### config.mk
export PLATFORM = sky130hd
export DESIGN_NAME = rhh_ctrl
export DESIGN_NICKNAME = d
export VERILOG_FILES = /design/src/design/rhh_pkg.sv /design/src/design/rhh_ctrl.sv
export SDC_FILE = /design/constraint.sdc
export NUM_CORES = 1
export LEC_CHECK = 0
export ABC_CLOCK_PERIOD_IN_PS = 1500
export BUFFER_PORTS_ARGS = -buffer_cell sky130_fd_sc_hd__buf_4
export CORE_ASPECT_RATIO = 2
export CORE_MARGIN = 2
export CORE_UTILIZATION = 25
export DETAILED_ROUTE_END_ITERATION = 8
export PLACE_DENSITY = 0.56
export SLEW_MARGIN = 10
export SYNTH_ARGS = -nofsm -noshare
export SYNTH_HDL_FRONTEND = slang
export SYNTH_SLANG_ARGS = --single-unit
### constraint.sdc
create_clock -name clk -period 1.5 [get_ports clk]
set_input_delay 0.15 -clock clk [delete_from_list [all_inputs] [get_ports clk]]
set_output_delay 0.15 -clock clk [all_outputs]
set_load 0.01 [all_outputs]
### src/design/rhh_pkg.sv
// Shared types and constants of the Robin Hood hash set unit
`default_nettype none
package rhh_pkg;

  localparam int unsigned SLOTS_DEF = 64;
  localparam int unsigned HASH_W    = 32;
  localparam int unsigned KEY_W     = 64;
  localparam int unsigned COUNT_W   = 7;
  localparam int unsigned STATUS_W  = 3;
  localparam int unsigned ACT_W     = 2;
  localparam logic [COUNT_W-1:0] LIMIT_RESET = 7'd57;

  localparam logic [ACT_W-1:0] ACT_LOOKUP = 2'd0;
  localparam logic [ACT_W-1:0] ACT_ADD    = 2'd1;
  localparam logic [ACT_W-1:0] ACT_REMOVE = 2'd2;
  localparam logic [ACT_W-1:0] ACT_CLEAR  = 2'd3;

  localparam logic [STATUS_W-1:0] ST_FOUND    = 3'd0;
  localparam logic [STATUS_W-1:0] ST_MISS     = 3'd1;
  localparam logic [STATUS_W-1:0] ST_INSERTED = 3'd2;
  localparam logic [STATUS_W-1:0] ST_REMOVED  = 3'd3;
  localparam logic [STATUS_W-1:0] ST_FULL     = 3'd4;
  localparam logic [STATUS_W-1:0] ST_CLEARED  = 3'd5;

  typedef struct packed {
    logic                mod_step;
    logic                probe_start;
    logic                rd_pos;
    logic                rd_next;
    logic                rd_prev;
    logic                probe_adv;
    logic                scan_init;
    logic                scan_adv;
    logic                wr_shift;
    logic                wr_new;
    logic                wr_close;
    logic                close_init;
    logic                close_end;
    logic                clear_all;
    logic                set_res;
    logic [STATUS_W-1:0] res;
    logic                publish;
  } rhh_cmd_t;

  typedef struct packed {
    logic mod_last;
    logic is_add;
    logic is_remove;
    logic is_clear;
    logic pv;
    logic hit;
    logic richer;
    logic last;
    logic full;
    logic e_free;
    logic e_done;
    logic close_stop;
    logic out_busy;
  } rhh_sts_t;

endpackage
`default_nettype wire

### src/design/rhh_ctrl.sv
// Controller: sequences hash reduction, probe, run shift up, run pull back, clear and result hand-off
`default_nettype none
module rhh_ctrl import rhh_pkg::*; (
  input  wire logic     clk,
  input  wire logic     rst,
  input  wire logic     in_valid,
  output logic          in_ready,
  input  wire rhh_sts_t sts,
  output rhh_cmd_t      cmd
);

  typedef enum logic [3:0] {
    S_IDLE, S_START, S_MOD, S_PSTART, S_PROBE_RD, S_PROBE_EV, S_SCAN,
    S_SHIFT_RD, S_SHIFT_WR, S_INSERT, S_CLOSE_RD, S_CLOSE_EV, S_CLOSE_END,
    S_FINISH
  } state_t;

  state_t state, state_next;

  assign in_ready = (state == S_IDLE);

  always_comb begin
    state_next = state;
    cmd        = '0;
    case (state)
      S_IDLE: begin
        if (in_valid) begin
          state_next = S_START;
        end
      end
      S_START: begin
        if (sts.is_clear) begin
          cmd.clear_all = 1'b1;
          cmd.set_res   = 1'b1;
          cmd.res       = ST_CLEARED;
          state_next    = S_FINISH;
        end else begin
          state_next = S_MOD;
        end
      end
      S_MOD: begin
        cmd.mod_step = 1'b1;
        if (sts.mod_last) begin
          state_next = S_PSTART;
        end
      end
      S_PSTART: begin
        cmd.probe_start = 1'b1;
        state_next      = S_PROBE_RD;
      end
      S_PROBE_RD: begin
        cmd.rd_pos = 1'b1;
        state_next = S_PROBE_EV;
      end
      S_PROBE_EV: begin
        if (sts.pv && sts.hit) begin
          cmd.set_res = 1'b1;
          if (sts.is_remove) begin
            cmd.res        = ST_REMOVED;
            cmd.close_init = 1'b1;
            state_next     = S_CLOSE_RD;
          end else begin
            cmd.res    = ST_FOUND;
            state_next = S_FINISH;
          end
        end else if (!sts.pv || sts.richer || sts.last) begin
          if (sts.is_add && !sts.full && !sts.pv) begin
            state_next = S_INSERT;
          end else if (sts.is_add && !sts.full && sts.richer) begin
            cmd.scan_init = 1'b1;
            state_next    = S_SCAN;
          end else begin
            cmd.set_res = 1'b1;
            cmd.res     = sts.is_add ? ST_FULL : ST_MISS;
            state_next  = S_FINISH;
          end
        end else begin
          cmd.probe_adv = 1'b1;
          state_next    = S_PROBE_RD;
        end
      end
      S_SCAN: begin
        if (sts.e_free) begin
          state_next = S_SHIFT_RD;
        end else begin
          cmd.scan_adv = 1'b1;
        end
      end
      S_SHIFT_RD: begin
        if (sts.e_done) begin
          state_next = S_INSERT;
        end else begin
          cmd.rd_prev = 1'b1;
          state_next  = S_SHIFT_WR;
        end
      end
      S_SHIFT_WR: begin
        cmd.wr_shift = 1'b1;
        state_next   = S_SHIFT_RD;
      end
      S_INSERT: begin
        cmd.wr_new  = 1'b1;
        cmd.set_res = 1'b1;
        cmd.res     = ST_INSERTED;
        state_next  = S_FINISH;
      end
      S_CLOSE_RD: begin
        cmd.rd_next = 1'b1;
        state_next  = S_CLOSE_EV;
      end
      S_CLOSE_EV: begin
        if (sts.close_stop) begin
          state_next = S_CLOSE_END;
        end else begin
          cmd.wr_close = 1'b1;
          state_next   = S_CLOSE_RD;
        end
      end
      S_CLOSE_END: begin
        cmd.close_end = 1'b1;
        state_next    = S_FINISH;
      end
      S_FINISH: begin
        if (!sts.out_busy) begin
          cmd.publish = 1'b1;
          state_next  = S_IDLE;
        end
      end
      default: state_next = S_IDLE;
    endcase
  end

  always_ff @(posedge clk) begin
    if (rst) begin
      state <= S_IDLE;
    end else begin
      state <= state_next;
    end
  end

endmodule
`default_nettype wire

Word level (Yosys, flattened, before mapping). Cells that the tools add are included.

Input port bits: 16. Output and inout bits: 20. Register bits: 4. Word-level logic and storage cells: 75.

Reduce and logical (&&, ||, !) cells: 11. Multiplexer cells: 46. Equal/unequal tests: 17.

Operators with widths (number): 4-bit two-way mux (13); 4-bit case mux with 13 select lines (1); 4-bit equality test, second input constant (6); 1-bit two-way mux (24); 4-bit by 3-bit equality test with 1-bit output, second input constant (4); 4-bit case mux with 3 select lines (1); 3-bit two-way mux (3); 4-bit by 2-bit equality test with 1-bit output, second input constant (2); 2-bit inequality test, second input constant (4); 2-bit two-way mux (3); 5-bit two-way mux (1); 4-bit by 1-bit equality test with 1-bit output, second input constant (1); 1-bit logical AND (4); 4-bit logical NOT (1); 4-bit AND reduction (1); 1-bit logical NOT (2); 1-bit logical OR (2); 2-bit OR reduction (1).

Depth between registers and ports, before layout. Gate-level depths: netlist of the first run.

Word-level depth: 8. Gate-level depth with buffers: 6.

Worst setup path before layout of the first run. OpenSTA, ideal clock, no wires.

Path kind: register to output. Start: register state[2]. End: output cmd[4] (netlist bit). Buffers on the path: 2. Arrival time: 1.101 ns. Stages on the path, launching flop included: 6. Slack: 0.249 ns. Required time: 1.350 ns. Path through: dfxtp_1 -> buf_4 -> buf_2 -> nor2b_1 -> o211ai_1 -> a21oi_1.

RTL lines: start, declared (line rhh_ctrl.sv:18) `state_t state, state_next;`; start signal, assigned (line rhh_ctrl.sv:137) `state <= state_next;`; end, declared (line rhh_ctrl.sv:9) `output rhh_cmd_t cmd`.

Worst setup path after layout of the first run.
Start: register state[1]. End: output in_ready.

Longest elaborated chain between the ends: 1.

Ends and longest elaborated chain: 4-bit logical NOT (line rhh_ctrl.sv:20) `assign in_ready = (state == S_IDLE);`; end, declared (line rhh_ctrl.sv:7) `output logic in_ready,`.

No other way between the ends.

==> metrics, run 1 <==
status completed; post-synthesis simple-gate area fraction 0.465; layout cells sized above 1 0.482; Area Growth Syn to Fin 61.8%; critical path's most frequent cell buf_4; pre-CTS WS -0.0373 ns; crit path time final 1.46 ns; hold_ws around 0.13 ns; Diodes inserted 0; Setup Viol. Count Final 0; cell taking the most area after synthesis dfxtp_1; total CTS buffers 3; crit-path max cell delay 0.37 ns; Die Y ~78 um; DR pass1 iterations 4; R2R cell count 6; main combinational cell family by area after synthesis simple AND/OR/NAND/NOR gates; vias in the first global route just over 900; Pwr per Cell Area around 1600 mW/mm2; DR WL/cell 15.2 um; ordered cell list for the critical path buf_4 -> nor4_1 -> buf_4; first-pass GRT wire length a little under 4000 um; Post-synth EDFFs 0; Initial Util 0.255; final slew viol count 0; die area 0.00321 mm2; main flop type after synthesis dfxtp_1; synth top area cells dfxtp_1 12%, nor3_1 5.8%, a21oi_1 5.1%, a32oi_1 5.1%, o21ai_0 5.1%; port bufs 35; peak supply drop around 0.54 mV; Mapped Avg Cell Area about 7.0 um2; utilization after layout 0.412; Worst EP arrival around 1.3 ns; total vias in the final route approximately 960; critical path launch point type flop; CP max stage cell dfxtp_4; fmax approximately 700 MHz; CTS tree built; Post-DRT Antenna Nets 0; IO Count 36; top cells by count, synth 8 x nor3_1, 7 x a21oi_1, 7 x nand2_1, 7 x o21ai_0, 6 x nor2_1; Synth Area in Adders 0; Detailed Route Iter0 Violations 16; XOR/XNOR Fraction of Synth Area 0; clock skew about 0.0087 ns; Lkg Pwr 0.000485 uW; MaxCap Viol Count 0; Crit path max-delay family flip-flops; clk buf depth 2; r2r setup slk approximately 0.14 ns; critical path data required time ~1.4 ns; CTS root buf clkbuf_8; CTS HTree Levels 1; min-delay src rst; Yosys top cell area share 0.116; Final Hold Vio Count 0; Worst-Margin Slew about 0.37 ns; Synth Register Bits 4; largest register by flop count state; Max-Slew Margin vs Limit 0.753; most common cell in the netlist nor3_1; total core area ~0.0027 mm2; mux share of post-synthesis cell area 0.0145; Max FO, Critical Path 9; GR Util All Layers 0.176; Rows 27; Hold Path End state[1]; Cells after Synth 98; Ys Warns 0; clk slew on worst S/H paths about 0.040 ns; post-synthesis sequential area ratio 0.116; Final WS setup ~0.043 ns; reg-to-reg startpoint state[1]; worst path bufs/invs 2; Largest regs state (4); RSZ-0062 raised after global routing no; synthesized cell area about 690 um2; Synth async-reset ratio 0; clock latency on the worst-skew pair 0.23 ns; # DRC 0; final net count ~160; Detailed Route WL ~2600 um; largest net degree at the start of global routing 19; Net Count, Synth about 110; routability cong. 0.882; reg-to-reg critical path endpoint state[2]; width of the die ~41 um; Overflow after GRT 0; Setup crit end kind output port; placed wire-length estimate roughly 2000 um; routed vias/inst about 5.6; crit path kind flop to output port; clock sinks 4; area fraction in compound gates after synthesis 0.287; initial antenna violation count 0; Distinct cells, synth 43; Hold Crit Depth 2; Final Cycle Share 0.971; Hold Path Class primary input to flop; Pwr Total between 1500 and 2000 uW; max reg flops 4
[stage by stage]
stage | setup TNS [ns] | cells | instance area (um2)
after CTS | -0.00406 | 166 | 1040
after global routing | 0 | 170 | 1110
after floorplan | 0 | 98 | 688
final | 0 | 170 | 1110
after global placement | -0.0831 | 162 | 978
after detailed placement | -0.0904 | 162 | 978
[logic make-up (layout without fill, tap and decap cells)]
family / Yosys count / in the layout
AND/OR/NAND/NOR: 51 / 51
AO/OA/AOI/OAI: 31 / 31
buffers and inverters: 11 / 54
flip-flops: 4 / 4
multiplexers: 1 / 1
[power breakdown]
part           switching, uW  leakage (uW)  internal (uW)  total (uW)
Combinational            591      0.000428            614        1200
Sequential               141     0.0000356            185         326
Clock                   71.8     0.0000216            173         244
[layer usage]
layer | vias up | track usage | wire length (um)
met4 | 0 | 0.142 | 161
li1 | 455 | - | -
met2 | 52 | 0.294 | 1410
met5 | - | 0 | 0
met3 | 16 | 0.0311 | 173
met1 | 433 | 0.168 | 830
[cells in the final DEF, fill, tap and decap left out, types with 2 or more instances in the layout]
cell      synthesis  final
nor3b_2           0      2
o21ai_0           7      6
o21ai_1           2      3
and2_1            2      2
nor3_2            1      3
dfxtp_4           0      4
nor3_1            8      6
clkbuf_8          0      3
buf_4             4     48
a21oi_1           7      7
inv_1             3      3
nand2_1           7      7
nand2b_1          5      4
a32oi_1           4      4
nand2b_4          1      3
nor2_1            6      6
o211ai_1          2      2
nand3_1           3      3
[worst register-to-register path, delay by kind of cell (launching register included)]
family / cells / cell delay [ns]
AO/OA/AOI/OAI: 2 / 0.25
buffers and inverters: 2 / 0.31
flip-flops: 1 / 0.37
AND/OR/NAND/NOR: 2 / 0.30
[cell type report]
cell class                      count  area, um2
Clock buffer                        3       41.3
Fill cell                         290       1590
Inverter                            3       11.3
Multi-Input combinational cell     83        569
Sequential cell                     4       95.1
Tap cell                           29       36.3
Timing Repair Buffer               48        360
[worst max-delay path by stage]
stage               startpoint  endpoint  slack (ns)  cells past startpoint
floorplan             state[2]    cmd[4]        0.25                      5
global placement      state[1]  state[2]       -0.03                      5
detailed placement    state[1]  state[3]       -0.04                      4
CTS                   state[1]    cmd[1]      -0.004                      5
global route          state[3]   cmd[13]        0.02                      5
finish                state[1]  in_ready        0.04                      3
[timing repair]
action,CTS,global route
buffers inserted,1,4
resized for setup,7,11
pin swaps,1,2
setup endpoints to repair,20,8
hold buffers,0,0
Note: power is estimated with default switching activity, not from simulation.
==> run 2: changes to the inputs <==
--- a/config.mk
+++ b/config.mk
@@ -10,6 +10,7 @@
 export CORE_ASPECT_RATIO = 2
 export CORE_MARGIN = 2
 export CORE_UTILIZATION = 25
+export CTS_BUF_LIST = sky130_fd_sc_hd__clkbuf_4 sky130_fd_sc_hd__clkbuf_8 sky130_fd_sc_hd__clkbuf_16
 export DETAILED_ROUTE_END_ITERATION = 8
 export PLACE_DENSITY = 0.56
 export SLEW_MARGIN = 10
==> constraint.sdc (replaced) <==
create_clock -name clk -period 1.5 [get_ports clk]
set_input_delay 0 -clock clk [delete_from_list [all_inputs] [get_ports clk]]
set_output_delay 0 -clock clk [all_outputs]
set_load 0.01 [all_outputs]
==> run 2 against run 1 <==
Compared with the run above: worst hold slack better by 0.011 ns; combinational power fell by 6%; sequential share of layout area fell by 0.50 points; largest power group unchanged; fmax increased by 3.8%; global-route usage is 0.27 points lower; sequential cell count unchanged; register-to-register slack got worse by 0.04 ns; critical path depth up 3; largest cell class unchanged; final area is 2.1% lower.
==> metrics, run 2 (synthesized netlist as in run 1, its figures left out) <==
Setup Viol. Count Final 0 (unchanged); initial antenna violation count 0 (unchanged); Setup TNS 0 ns (unchanged); final net count 159 (unchanged); RSZ-0062 raised after global routing no; min-delay src sts[0]; reg-to-reg startpoint state[1]; clk buf depth 2 (unchanged); routability cong. 0.903 (+2.3%); most frequent cells in the layout 46 x buf_4, 8 x nor3_1, 7 x nand2_1, 7 x a21oi_1; Final Cycle Share 0.936 (-0.0358); Hold Path End state[0]; clock skew 0.00687 ns (-0.00183 ns); critical path launch point type flop; Diodes inserted 0 (unchanged); Initial Util 0.255 (unchanged); commonest non-fill, non-tap cell in the layout buf_4; Setup crit end kind output port; Lkg Pwr 0.000479 uW (-1.2%); GR Util All Layers 0.174 (-0.00269); max reg flops 4 (unchanged); fmax 713 MHz (+3.8%); DR pass1 iterations 4 (unchanged); Area Growth Syn to Fin 58.4%; die area 0.00321 mm2 (unchanged); first-pass GRT wire length 3920 um (-1.2%); Worst EP arrival 1.40 ns (+0.09 ns); CTS tree built; port bufs 35 (unchanged); peak supply drop 0.817 mV (+50%); Pwr per Cell Area 1580 mW/mm2 (-1.1%); vias in the first global route 902 (-1.8%); final slew viol count 0 (unchanged); Detailed Route Iter0 Violations 30 (+14); Die Y 78.2 um (unchanged); Max-Slew Margin vs Limit 0.793 (+0.0400); Overflow after GRT 0 (unchanged); total core area 0.00270 mm2 (unchanged); clock latency on the worst-skew pair 0.23 ns (about the same); Hold Crit Depth 3 (+1); clock sinks 4 (unchanged); Rows 27 (unchanged); Worst-Margin Slew 0.308 ns (-0.0590 ns); crit path kind flop to output port; MaxCap Viol Count 0 (unchanged); Max FO, Critical Path 13 (+4); routed vias/inst 5.64 (+0.31%); placed wire-length estimate 1920 um (-3.9%); Hold Path Class primary input to flop; Pwr Total 1720 uW (-3.3%); CTS HTree Levels 1 (unchanged); total vias in the final route 959 (+0.31%); crit path time final 1.40 ns (-0.0537 ns); layout cells sized above 1 0.433 (-0.0496); CTS root buf clkbuf_8; DR WL/cell 14.3 um (-5.7%); # DRC 0 (unchanged); Largest regs state (4); Detailed Route WL 2430 um (-5.7%); reg-to-reg critical path endpoint state[3]; r2r setup slk 0.1 ns (-0.04 ns); total CTS buffers 3 (unchanged); Final Hold Vio Count 0 (unchanged); IO Count 36 (unchanged); width of the die 41.1 um (unchanged); Post-DRT Antenna Nets 0 (unchanged); clk slew on worst S/H paths 0.04 ns (about the same); largest register by flop count state; largest net degree at the start of global routing 16 (-3); critical path data required time 1.50 ns (+0.15 ns); R2R cell count 5 (-1); status completed
run 2: cell types whose count changed in the layout (fill, tap and decap cells not counted), sizes merged:
cell         change
buf              -1
dlygate4sd3      +1
run 2: layer usage:
metal	routed length (um)	global-route usage	up-vias	part of all wire
li1	-	-	456	-
met1	843	0.190	450	0.35
met2	1330	0.273	45	0.55
met3	176	0.0282	8	0.072
met4	84	0.129	0	0.035
met5	0	0	-	0
run 2: stage by stage:
stage	worst slack, ns	hold WS (ns)	instances	instance area (um2)	util
after global routing	0.00391	0.159	170	1090	0.403
final	0.0966	0.141	170	1090	0.403
after global placement	0.0454	0.214	165	1010	0.375
after CTS	0.0630	0.139	169	1070	0.397
after floorplan	0.308	0.0504	98	688	-
after detailed placement	0.0382	0.223	165	1010	0.375
run 2: what timing repair did:
item,in CTS,in global routing
setup endpoints to repair,8,3
gates resized for setup,4,4
hold endpoints to repair,2,0
setup buffers,0,1
cloned,0,0
hold buffers,1,0
pin swaps,0,1
run 2: critical path, cell delays in order (launching register included):
cell      delay (ns)
dfxtp_2         0.39
buf_4           0.19
nor3b_2         0.23
nand2b_1        0.10
inv_1           0.08
a21o_1          0.08
buf_4           0.11
run 2: area by class of cell:
class                      count  area, um2
timing repair buffer          48        375
sequential                     4       87.6
tap                           29       36.3
inverter                       3       11.3
fill                         308       1610
clock buffer                   3       41.3
multi-input combinational     83        538
run 2: worst max-delay path by stage:
stage              from        to  slack, ns  cells past startpoint
6_report       state[1]    cmd[1]        0.1                      6
5_1_grt        state[0]   cmd[13]      0.004                      5
4_1_cts        state[1]   cmd[13]       0.06                      5
3_5_place_dp   state[1]  state[3]       0.04                      4
3_3_place_gp   state[1]  state[3]       0.05                      4
2_1_floorplan  state[2]  state[1]       0.31                      5
run 2: where the power goes:
| part | internal [uW] | total (uW) | switching [uW] |
|---|---|---|---|
| sequential | 172 | 345 | 173 |
| combinational | 599 | 1130 | 529 |
| clock | 172 | 244 | 71.4 |
| total | 944 | 1720 | 773 |
